## src/hdl/rwq_pkg.sv

```systemverilog
// Shared types and constants for the reader/writer request queue.
`default_nettype none
package rwq_pkg;

  localparam int QUEUE_DEPTH_DEF = 16;
  localparam int ID_W            = 16;

  typedef enum logic [1:0] {
    OP_ENQ    = 2'd0,
    OP_REMOVE = 2'd1,
    OP_SCAN   = 2'd2,
    OP_QUERY  = 2'd3
  } op_t;

  typedef enum logic [1:0] {
    ST_OK        = 2'd0,
    ST_FULL      = 2'd1,
    ST_NOT_FOUND = 2'd2,
    ST_MISMATCH  = 2'd3
  } status_t;

  typedef enum logic {
    KIND_STATUS   = 1'b0,
    KIND_DISPATCH = 1'b1
  } kind_t;

  typedef enum logic [1:0] {
    ID_ZERO  = 2'd0,
    ID_PEND  = 2'd1,
    ID_ENTRY = 2'd2
  } id_sel_t;

  typedef enum logic {
    W_TAIL = 1'b0,
    W_PREV = 1'b1
  } wsel_t;

  typedef struct packed {
    logic            is_rd;
    logic [ID_W-1:0] id;
  } entry_t;

  typedef struct packed {
    logic    load;
    logic    idx_clr;
    logic    idx_inc;
    logic    wen;
    wsel_t   wsel;
    logic    cnt_inc;
    logic    cnt_dec;
    logic    pend_load;
    logic    blk_upd;
    logic    nf_set;
    logic    emit;
    kind_t   o_kind;
    status_t o_status;
    logic    o_ready;
    id_sel_t o_id;
    logic    o_last;
  } ctl_t;

  typedef struct packed {
    op_t  op;
    logic cnt_zero;
    logic cnt_full;
    logic idx_end;
    logic idx_zero;
    logic hit;
    logic e_rd;
    logic rd_mis;
    logic blocked;
    logic nf;
  } sts_t;

endpackage
`default_nettype wire

```

## src/hdl/rwq_datapath.sv

```systemverilog
// Queue store, walk index, request registers and result registers.
`default_nettype none
module rwq_datapath #(
  parameter int QUEUE_DEPTH = rwq_pkg::QUEUE_DEPTH_DEF
) (
  input  logic                     clk,
  input  logic                     rst,
  input  rwq_pkg::ctl_t            ctl,
  output rwq_pkg::sts_t            sts,
  input  logic [1:0]               opcode,
  input  logic [rwq_pkg::ID_W-1:0] req_id,
  input  logic                     is_read,
  output logic                     strobe,
  output logic                     kind,
  output logic [1:0]               status,
  output logic                     ready_res,
  output logic [rwq_pkg::ID_W-1:0] issued_id,
  output logic                     last
);
  import rwq_pkg::*;

  localparam int AW = (QUEUE_DEPTH > 1) ? $clog2(QUEUE_DEPTH) : 1;
  localparam int CW = $clog2(QUEUE_DEPTH + 1);

  entry_t          mem [QUEUE_DEPTH];
  entry_t          rdata;
  entry_t          wdata;
  logic [AW-1:0]   waddr;
  logic [CW-1:0]   idx_prev;
  logic [CW-1:0]   cnt;
  logic [CW-1:0]   idx;
  op_t             op;
  logic [ID_W-1:0] id_q;
  logic            rd_q;
  logic [ID_W-1:0] pend;
  logic            blocked;
  logic            nf;
  kind_t           kind_r;
  status_t         status_r;

  assign idx_prev = idx - CW'(1);

  always_comb begin
    case (ctl.wsel)
      W_TAIL: begin
        waddr = cnt[AW-1:0];
        wdata = '{is_rd: rd_q, id: id_q};
      end
      W_PREV: begin
        waddr = idx_prev[AW-1:0];
        wdata = rdata;
      end
      default: begin
        waddr = cnt[AW-1:0];
        wdata = rdata;
      end
    endcase
  end

  always_ff @(posedge clk) begin
    if (ctl.wen) begin
      mem[waddr] <= wdata;
    end
    rdata <= mem[idx[AW-1:0]];
  end

  always_ff @(posedge clk) begin
    if (rst) begin
      cnt <= '0;
    end else if (ctl.cnt_inc) begin
      cnt <= cnt + CW'(1);
    end else if (ctl.cnt_dec) begin
      cnt <= cnt - CW'(1);
    end
  end

  always_ff @(posedge clk) begin
    if (ctl.idx_clr) begin
      idx <= '0;
    end else if (ctl.idx_inc) begin
      idx <= idx + CW'(1);
    end
    if (ctl.load) begin
      op      <= op_t'(opcode);
      id_q    <= req_id;
      rd_q    <= is_read;
      blocked <= 1'b0;
      nf      <= 1'b0;
    end else begin
      if (ctl.blk_upd) begin
        blocked <= blocked | ~rdata.is_rd | ~rd_q;
      end
      if (ctl.nf_set) begin
        nf <= 1'b1;
      end
    end
    if (ctl.pend_load) begin
      pend <= rdata.id;
    end
  end

  always_ff @(posedge clk) begin
    if (rst) begin
      strobe <= 1'b0;
    end else begin
      strobe <= ctl.emit;
    end
    if (ctl.emit) begin
      kind_r    <= ctl.o_kind;
      status_r  <= ctl.o_status;
      ready_res <= ctl.o_ready;
      last      <= ctl.o_last;
      case (ctl.o_id)
        ID_PEND:  issued_id <= pend;
        ID_ENTRY: issued_id <= rdata.id;
        default:  issued_id <= '0;
      endcase
    end
  end

  assign kind   = kind_r;
  assign status = status_r;

  always_comb begin
    sts.op       = op;
    sts.cnt_zero = (cnt == '0);
    sts.cnt_full = (cnt == CW'(QUEUE_DEPTH));
    sts.idx_end  = (idx == cnt);
    sts.idx_zero = (idx == '0);
    sts.hit      = (rdata.id == id_q);
    sts.e_rd     = rdata.is_rd;
    sts.rd_mis   = (rdata.is_rd != rd_q);
    sts.blocked  = blocked;
    sts.nf       = nf;
  end

endmodule
`default_nettype wire

```

## src/hdl/rwq_ctrl.sv

```systemverilog
// Sequencer for enqueue, find, shift-delete, dispatch scan and ready query.
`default_nettype none
module rwq_ctrl (
  input  logic          clk,
  input  logic          rst,
  input  logic          start,
  input  logic [1:0]    opcode,
  output logic          busy,
  input  rwq_pkg::sts_t sts,
  output rwq_pkg::ctl_t ctl
);
  import rwq_pkg::*;

  typedef enum logic [3:0] {
    S_IDLE,
    S_ENQ,
    S_FRD,
    S_FEV,
    S_SRD,
    S_SWR,
    S_SCAN0,
    S_CRD,
    S_CEV
  } state_t;

  state_t state;
  state_t state_next;

  always_ff @(posedge clk) begin
    if (rst) begin
      state <= S_IDLE;
    end else begin
      state <= state_next;
    end
  end

  assign busy = (state != S_IDLE);

  always_comb begin
    ctl        = '0;
    state_next = state;
    case (state)
      S_IDLE: begin
        if (start) begin
          ctl.load    = 1'b1;
          ctl.idx_clr = 1'b1;
          case (op_t'(opcode))
            OP_ENQ:    state_next = S_ENQ;
            OP_SCAN:   state_next = S_SCAN0;
            default:   state_next = S_FRD;
          endcase
        end
      end
      S_ENQ: begin
        ctl.emit   = 1'b1;
        ctl.o_last = 1'b1;
        if (sts.cnt_full) begin
          ctl.o_status = ST_FULL;
        end else begin
          ctl.wen     = 1'b1;
          ctl.wsel    = W_TAIL;
          ctl.cnt_inc = 1'b1;
        end
        state_next = S_IDLE;
      end
      S_FRD: begin
        if (sts.idx_end) begin
          if (sts.op == OP_QUERY) begin
            ctl.emit     = 1'b1;
            ctl.o_status = ST_NOT_FOUND;
            ctl.o_last   = 1'b1;
            state_next   = S_IDLE;
          end else begin
            ctl.nf_set  = 1'b1;
            ctl.idx_clr = 1'b1;
            state_next  = S_SCAN0;
          end
        end else begin
          state_next = S_FEV;
        end
      end
      S_FEV: begin
        if (sts.hit) begin
          if (sts.op == OP_QUERY) begin
            ctl.emit     = 1'b1;
            ctl.o_status = sts.rd_mis ? ST_MISMATCH : ST_OK;
            ctl.o_ready  = ~sts.blocked;
            ctl.o_last   = 1'b1;
            state_next   = S_IDLE;
          end else begin
            ctl.idx_inc = 1'b1;
            state_next  = S_SRD;
          end
        end else begin
          ctl.blk_upd = 1'b1;
          ctl.idx_inc = 1'b1;
          state_next  = S_FRD;
        end
      end
      S_SRD: begin
        if (sts.idx_end) begin
          ctl.cnt_dec = 1'b1;
          ctl.idx_clr = 1'b1;
          state_next  = S_SCAN0;
        end else begin
          state_next = S_SWR;
        end
      end
      S_SWR: begin
        ctl.wen     = 1'b1;
        ctl.wsel    = W_PREV;
        ctl.idx_inc = 1'b1;
        state_next  = S_SRD;
      end
      S_SCAN0: begin
        ctl.emit     = 1'b1;
        ctl.o_status = sts.nf ? ST_NOT_FOUND : ST_OK;
        ctl.o_last   = sts.cnt_zero;
        state_next   = sts.cnt_zero ? S_IDLE : S_CRD;
      end
      S_CRD: begin
        if (sts.idx_end) begin
          ctl.emit   = 1'b1;
          ctl.o_kind = KIND_DISPATCH;
          ctl.o_id   = ID_PEND;
          ctl.o_last = 1'b1;
          state_next = S_IDLE;
        end else begin
          state_next = S_CEV;
        end
      end
      S_CEV: begin
        if (sts.idx_zero) begin
          if (!sts.e_rd) begin
            ctl.emit   = 1'b1;
            ctl.o_kind = KIND_DISPATCH;
            ctl.o_id   = ID_ENTRY;
            ctl.o_last = 1'b1;
            state_next = S_IDLE;
          end else begin
            ctl.pend_load = 1'b1;
            ctl.idx_inc   = 1'b1;
            state_next    = S_CRD;
          end
        end else if (sts.e_rd) begin
          ctl.emit      = 1'b1;
          ctl.o_kind    = KIND_DISPATCH;
          ctl.o_id      = ID_PEND;
          ctl.pend_load = 1'b1;
          ctl.idx_inc   = 1'b1;
          state_next    = S_CRD;
        end else begin
          ctl.emit   = 1'b1;
          ctl.o_kind = KIND_DISPATCH;
          ctl.o_id   = ID_PEND;
          ctl.o_last = 1'b1;
          state_next = S_IDLE;
        end
      end
      default: begin
        state_next = S_IDLE;
      end
    endcase
  end

endmodule
`default_nettype wire

```

## src/hdl/reader_writer_request_queue_core.sv

```systemverilog
// Top level of the reader/writer request queue.
// Enqueue answers from the S_ENQ state; a query walks the entries from the
// head and answers at the first match, or with not-found after the last.
// Remove walks, shifts and scans the entries; each visited entry is read
// through the store's registered read before it is evaluated.
// One command at a time; results stream out with no backpressure.
// Reset (rst, synchronous) empties the queue; entry contents stay undefined.
`default_nettype none
module reader_writer_request_queue_core #(
  parameter int QUEUE_DEPTH = rwq_pkg::QUEUE_DEPTH_DEF
) (
  input  logic                     clk,
  input  logic                     rst,
  input  logic                     start,
  output logic                     busy,
  input  logic [1:0]               opcode,
  input  logic [rwq_pkg::ID_W-1:0] req_id,
  input  logic                     is_read,
  output logic                     strobe,
  output logic                     kind,
  output logic [1:0]               status,
  output logic                     ready_res,
  output logic [rwq_pkg::ID_W-1:0] issued_id,
  output logic                     last
);
  import rwq_pkg::*;

  ctl_t ctl;
  sts_t sts;

  rwq_ctrl u_ctrl (
    .clk    (clk),
    .rst    (rst),
    .start  (start),
    .opcode (opcode),
    .busy   (busy),
    .sts    (sts),
    .ctl    (ctl)
  );

  rwq_datapath #(
    .QUEUE_DEPTH (QUEUE_DEPTH)
  ) u_datapath (
    .clk       (clk),
    .rst       (rst),
    .ctl       (ctl),
    .sts       (sts),
    .opcode    (opcode),
    .req_id    (req_id),
    .is_read   (is_read),
    .strobe    (strobe),
    .kind      (kind),
    .status    (status),
    .ready_res (ready_res),
    .issued_id (issued_id),
    .last      (last)
  );

`ifndef SYNTHESIS
  a_strobe_after_busy: assert property (@(posedge clk) disable iff (rst)
    strobe |-> $past(busy))
    else $error("result transfer without a command in progress");

  a_start_goes_busy: assert property (@(posedge clk) disable iff (rst)
    (start && !busy) |=> busy)
    else $error("accepted command did not start");

  a_last_ends_cmd: assert property (@(posedge clk) disable iff (rst)
    (strobe && last) |-> !busy)
    else $error("final result while command still running");

  a_dispatch_ok: assert property (@(posedge clk) disable iff (rst)
    (strobe && kind) |-> (status == ST_OK && !ready_res))
    else $error("dispatch transfer with status or ready set");
`endif

endmodule
`default_nettype wire
```

## config.mk

```make
export PLATFORM = sky130hd
export DESIGN_NAME = reader_writer_request_queue_core
export DESIGN_NICKNAME = d
export VERILOG_FILES = /design/src/hdl/rwq_pkg.sv /design/src/hdl/rwq_datapath.sv /design/src/hdl/rwq_ctrl.sv /design/src/hdl/reader_writer_request_queue_core.sv
export SDC_FILE = /design/constraint.sdc
export NUM_CORES = 1
export LEC_CHECK = 0
export ABC_AREA = 1
export BUFFER_PORTS_ARGS = -buffer_cell sky130_fd_sc_hd__buf_4
export CAP_MARGIN = 25
export CORE_ASPECT_RATIO = 1.75
export CORE_MARGIN = 3
export CORE_UTILIZATION = 25
export CTS_CLUSTER_DIAMETER = 80
export DETAILED_ROUTE_END_ITERATION = 12
export GPL_ROUTABILITY_DRIVEN = 0
export SLEW_MARGIN = 20
export SYNTH_ARGS = -nofsm -noshare
export SYNTH_HDL_FRONTEND = slang
export SYNTH_SLANG_ARGS = --single-unit
```

## constraint.sdc

```tcl
create_clock -name clk -period 2.45 [get_ports clk]
set_input_delay 0.49 -clock clk [delete_from_list [all_inputs] [get_ports clk]]
set_output_delay 0.49 -clock clk [all_outputs]
set_load 0.005 [all_outputs]
```

==> impl_results.md <==
* CP Class: reg2reg
* Post-layout min period at 2.30 ns
* Final net count at 1,364
* Hold_buf cts at 0
* Clk_skew at 0.0206 ns
* Slew Limit Headroom at 48.6%
* Worst-Margin Slew at 0.772 ns
* Fin. Hold Viols at 0
* CTS Buf Count at 30
* Post-synth EDFFs at 328
* Initial core utilization at 25.3%
* Crit share post-route at 93.7%
* DPL Wire Length at 26,500 µm
* ANT nets after route at 0
* CTS Buffer Depth at 3
* Synth area leader: edfxtp_1
* Fmax at 436 MHz
* Worst path arrival time at 2.57 ns
* Fillers at 5,924
* DRT iter0 DRCs at 726
* Final Setup Violations at 0
* Vias in the first global route at 9,964
* Number of antenna violations at the first check in global routing at 0
* Synth-to-Final Area Change at 19.7%
* Number of antenna diodes at 0
* Seq pwr share at 47.0%
* Reg area at 10,500 µm²
* Critical Path Fanout Max at 17
* Width of the chip at 189 µm
* Die H at 327 µm
* Root Buffer: clkbuf_16
* CTS sink cnt at 362
* Die Footprint at 61,900 µm²
* Total Routing Usage GR at 12.4%
* Grt ovf at 0
* Avg Cell Area, Syn at 11.8 µm²
* Status: finished clean
* # rows at 117
* Synth top area share at 66.9%
* Post-synth top flop: edfxtp_1
* Post-route cell area at 17,600 µm²
* Combinational power share at 22.1%
* First-pass GRT wire length at 59,700 µm
* Share of layout cells above drive strength 1 at 15.3%
* Yosys warns at 0
* Power Internal at 11.8 mW
* CP Capture Type: register
* Power Density at 965 nW/µm²
* Top cells by area, synth: edfxtp_1 67%, o21ai_0 5.4%, nor2_1 4.8%
* Post-route setup slack at 0.154 ns
* Max VDD drop at 0.000593 V
* # DRC at 0
* Max Slew Vio Count at 0
* Syn_nets at 1,280
* DP Area at 16,500 µm²
* Largest net degree at the start of global routing at 140
* Clock latency on the worst-skew pair at 0.58 ns
* Synth Instances at 1,249
* Distinct cells, synth at 38
* Setup Buffers After CTS at 0
* CP Data Required Time at 2.73 ns
* Synth top cells by count: 328 x edfxtp_1, 188 x nor2_1, 186 x nand2_1, 159 x o21ai_0, 75 x inv_1
* Drt via density at 4.59
* LEAKAGE at 6.14 nW
* Unrepaired setup endpoints after global routing: false
* Multi-input gate area at 3670 µm²
* Cell Area, Synth at 14,700 µm²
* Clock slew at reported path FFs at 0.07 ns
* Finished Core Util at 30.2%
* Most frequent cell after synthesis: edfxtp_1
* Net Sw Frac at 30.4%
* Type of origin of the critical path: register
* Yosys reg bits at 362
* Buffers on Ports at 44
* Number of max-cap violations at 0
* Clock power frac at 30.9%
* H-tree levels at 1
* Post-placement worst setup slack at 0.195 ns
* Async set-reset flop share out of synthesis at 0%
* Total net switching power at 5.17 mW
* DR pass1 iterations at 5
* Final wirelength at 39,100 µm
* Total core area at 58,300 µm²
* TritonCTS clock tree: done
* CTS-repair resized insts at 0
* Hold WC Path Type: in2reg
* Top Ports at 45
* Vias at 9,767
* Routed len/inst at 18.4 µm
* Sequential area share after synthesis at 71.6%
[placed cells by master (no fill, tap or decap), types with 8 or more instances in the layout]
cell type	count
nor2_1	171
o21ai_0	159
clkinv_2	8
o22ai_1	38
edfxtp_1	328
a21oi_1	29
buf_12	15
buf_4	100
inv_1	75
o221ai_1	30
clkbuf_16	31
nand2_1	186
nand3_1	54
dfxtp_1	32
nor2_2	14
[final timing paths]
| kind | end | slack [ns] | startpoint | depth (start not counted) |
|---|---|---|---|---|
| worst max-delay path | u_datapath.mem[12][7]$_DFFE_PP_ | 0.15 | u_ctrl.state[2]$_SDFFE_PP0P_ | 10 |
| worst min-delay path | u_datapath.rd_q$_DFFE_PP_ | 0.08 | is_read | 1 |
| worst max register to register | u_datapath.mem[12][7]$_DFFE_PP_ | 0.15 | u_ctrl.state[2]$_SDFFE_PP0P_ | 10 |
| worst min register to register | u_datapath.blocked$_SDFFE_PP0P_ | 0.46 | u_datapath.blocked$_SDFFE_PP0P_ | 2 |
[metal layers]
layer  vias to the layer above  GRT usage [%]  share of wire, %  wire (µm)
met2                       285           23.6                53      20900
met5                         -              0                 0          0
li1                       4593              -                 -          -
met1                      4798           13.2                36      14200
met3                        91           1.25               4.4       1740
met4                         0           7.05               5.8       2270
[worst max-delay path, stage by stage (launching register included)]
cell and delay [ns]:
dfxtp_1 0.38, inv_1 0.11, nor2_4 0.11, nand3_2 0.21, buf_4 0.23, inv_1 0.06
nand2_1 0.05, o21ai_1 0.15, nand2_1 0.28, nor2_2 0.21, buf_12 0.18
[cell type report]
class	instances	area share, %
multi-input cells	743	20.9
clock inverters	21	1.65
repair buffers	115	5.97
inverters	81	1.73
clock buffers	35	4.49
flip-flops and latches	362	59.8
well taps	773	5.49
[state kept, by name, summed over array words and instances, names as in the netlist, 2 cells and up]
register	flops
u_datapath.mem	272
u_datapath.id_q	16
u_datapath.issued_id	16
u_datapath.pend	16
u_datapath.rdata	16
u_datapath.cnt	5
u_datapath.idx	5
u_ctrl.state	4
u_datapath.op	2
u_datapath.status	2
[power by group through the flow]
stage | logic, mW | registers, mW | clock network (mW)
detailed placement | 3.77 | 8.11 | 0
finish | 3.76 | 7.99 | 5.25
CTS | 3.78 | 7.98 | 5.37
floorplan | 2.19 | 8.01 | 0
global placement | 3.70 | 8.10 | 0
global route | 4.15 | 8.04 | 5.58
[metrics by stage]
stage                     setup TNS [ns]  std cells  total power [mW]  hold slack, ns
final                                  0       2130              17.0          0.0822
after global routing                   0       2130              17.8          0.0629
after CTS                              0       2130              17.1          0.0524
after detailed placement               0       2074              11.9           0.449
after global placement                 0       2074              11.8           0.439
after floorplan                   -24.10       1249              10.2           0.430
[logic make-up after synthesis]
family	share of synthesized area, %
simple gates	12.9
flops	71.6
buf+inv	3.94
xor+xnor	0.476
compound gates	10.3
fa+ha+maj	0.816
Note: power is estimated with default switching activity, not from simulation.
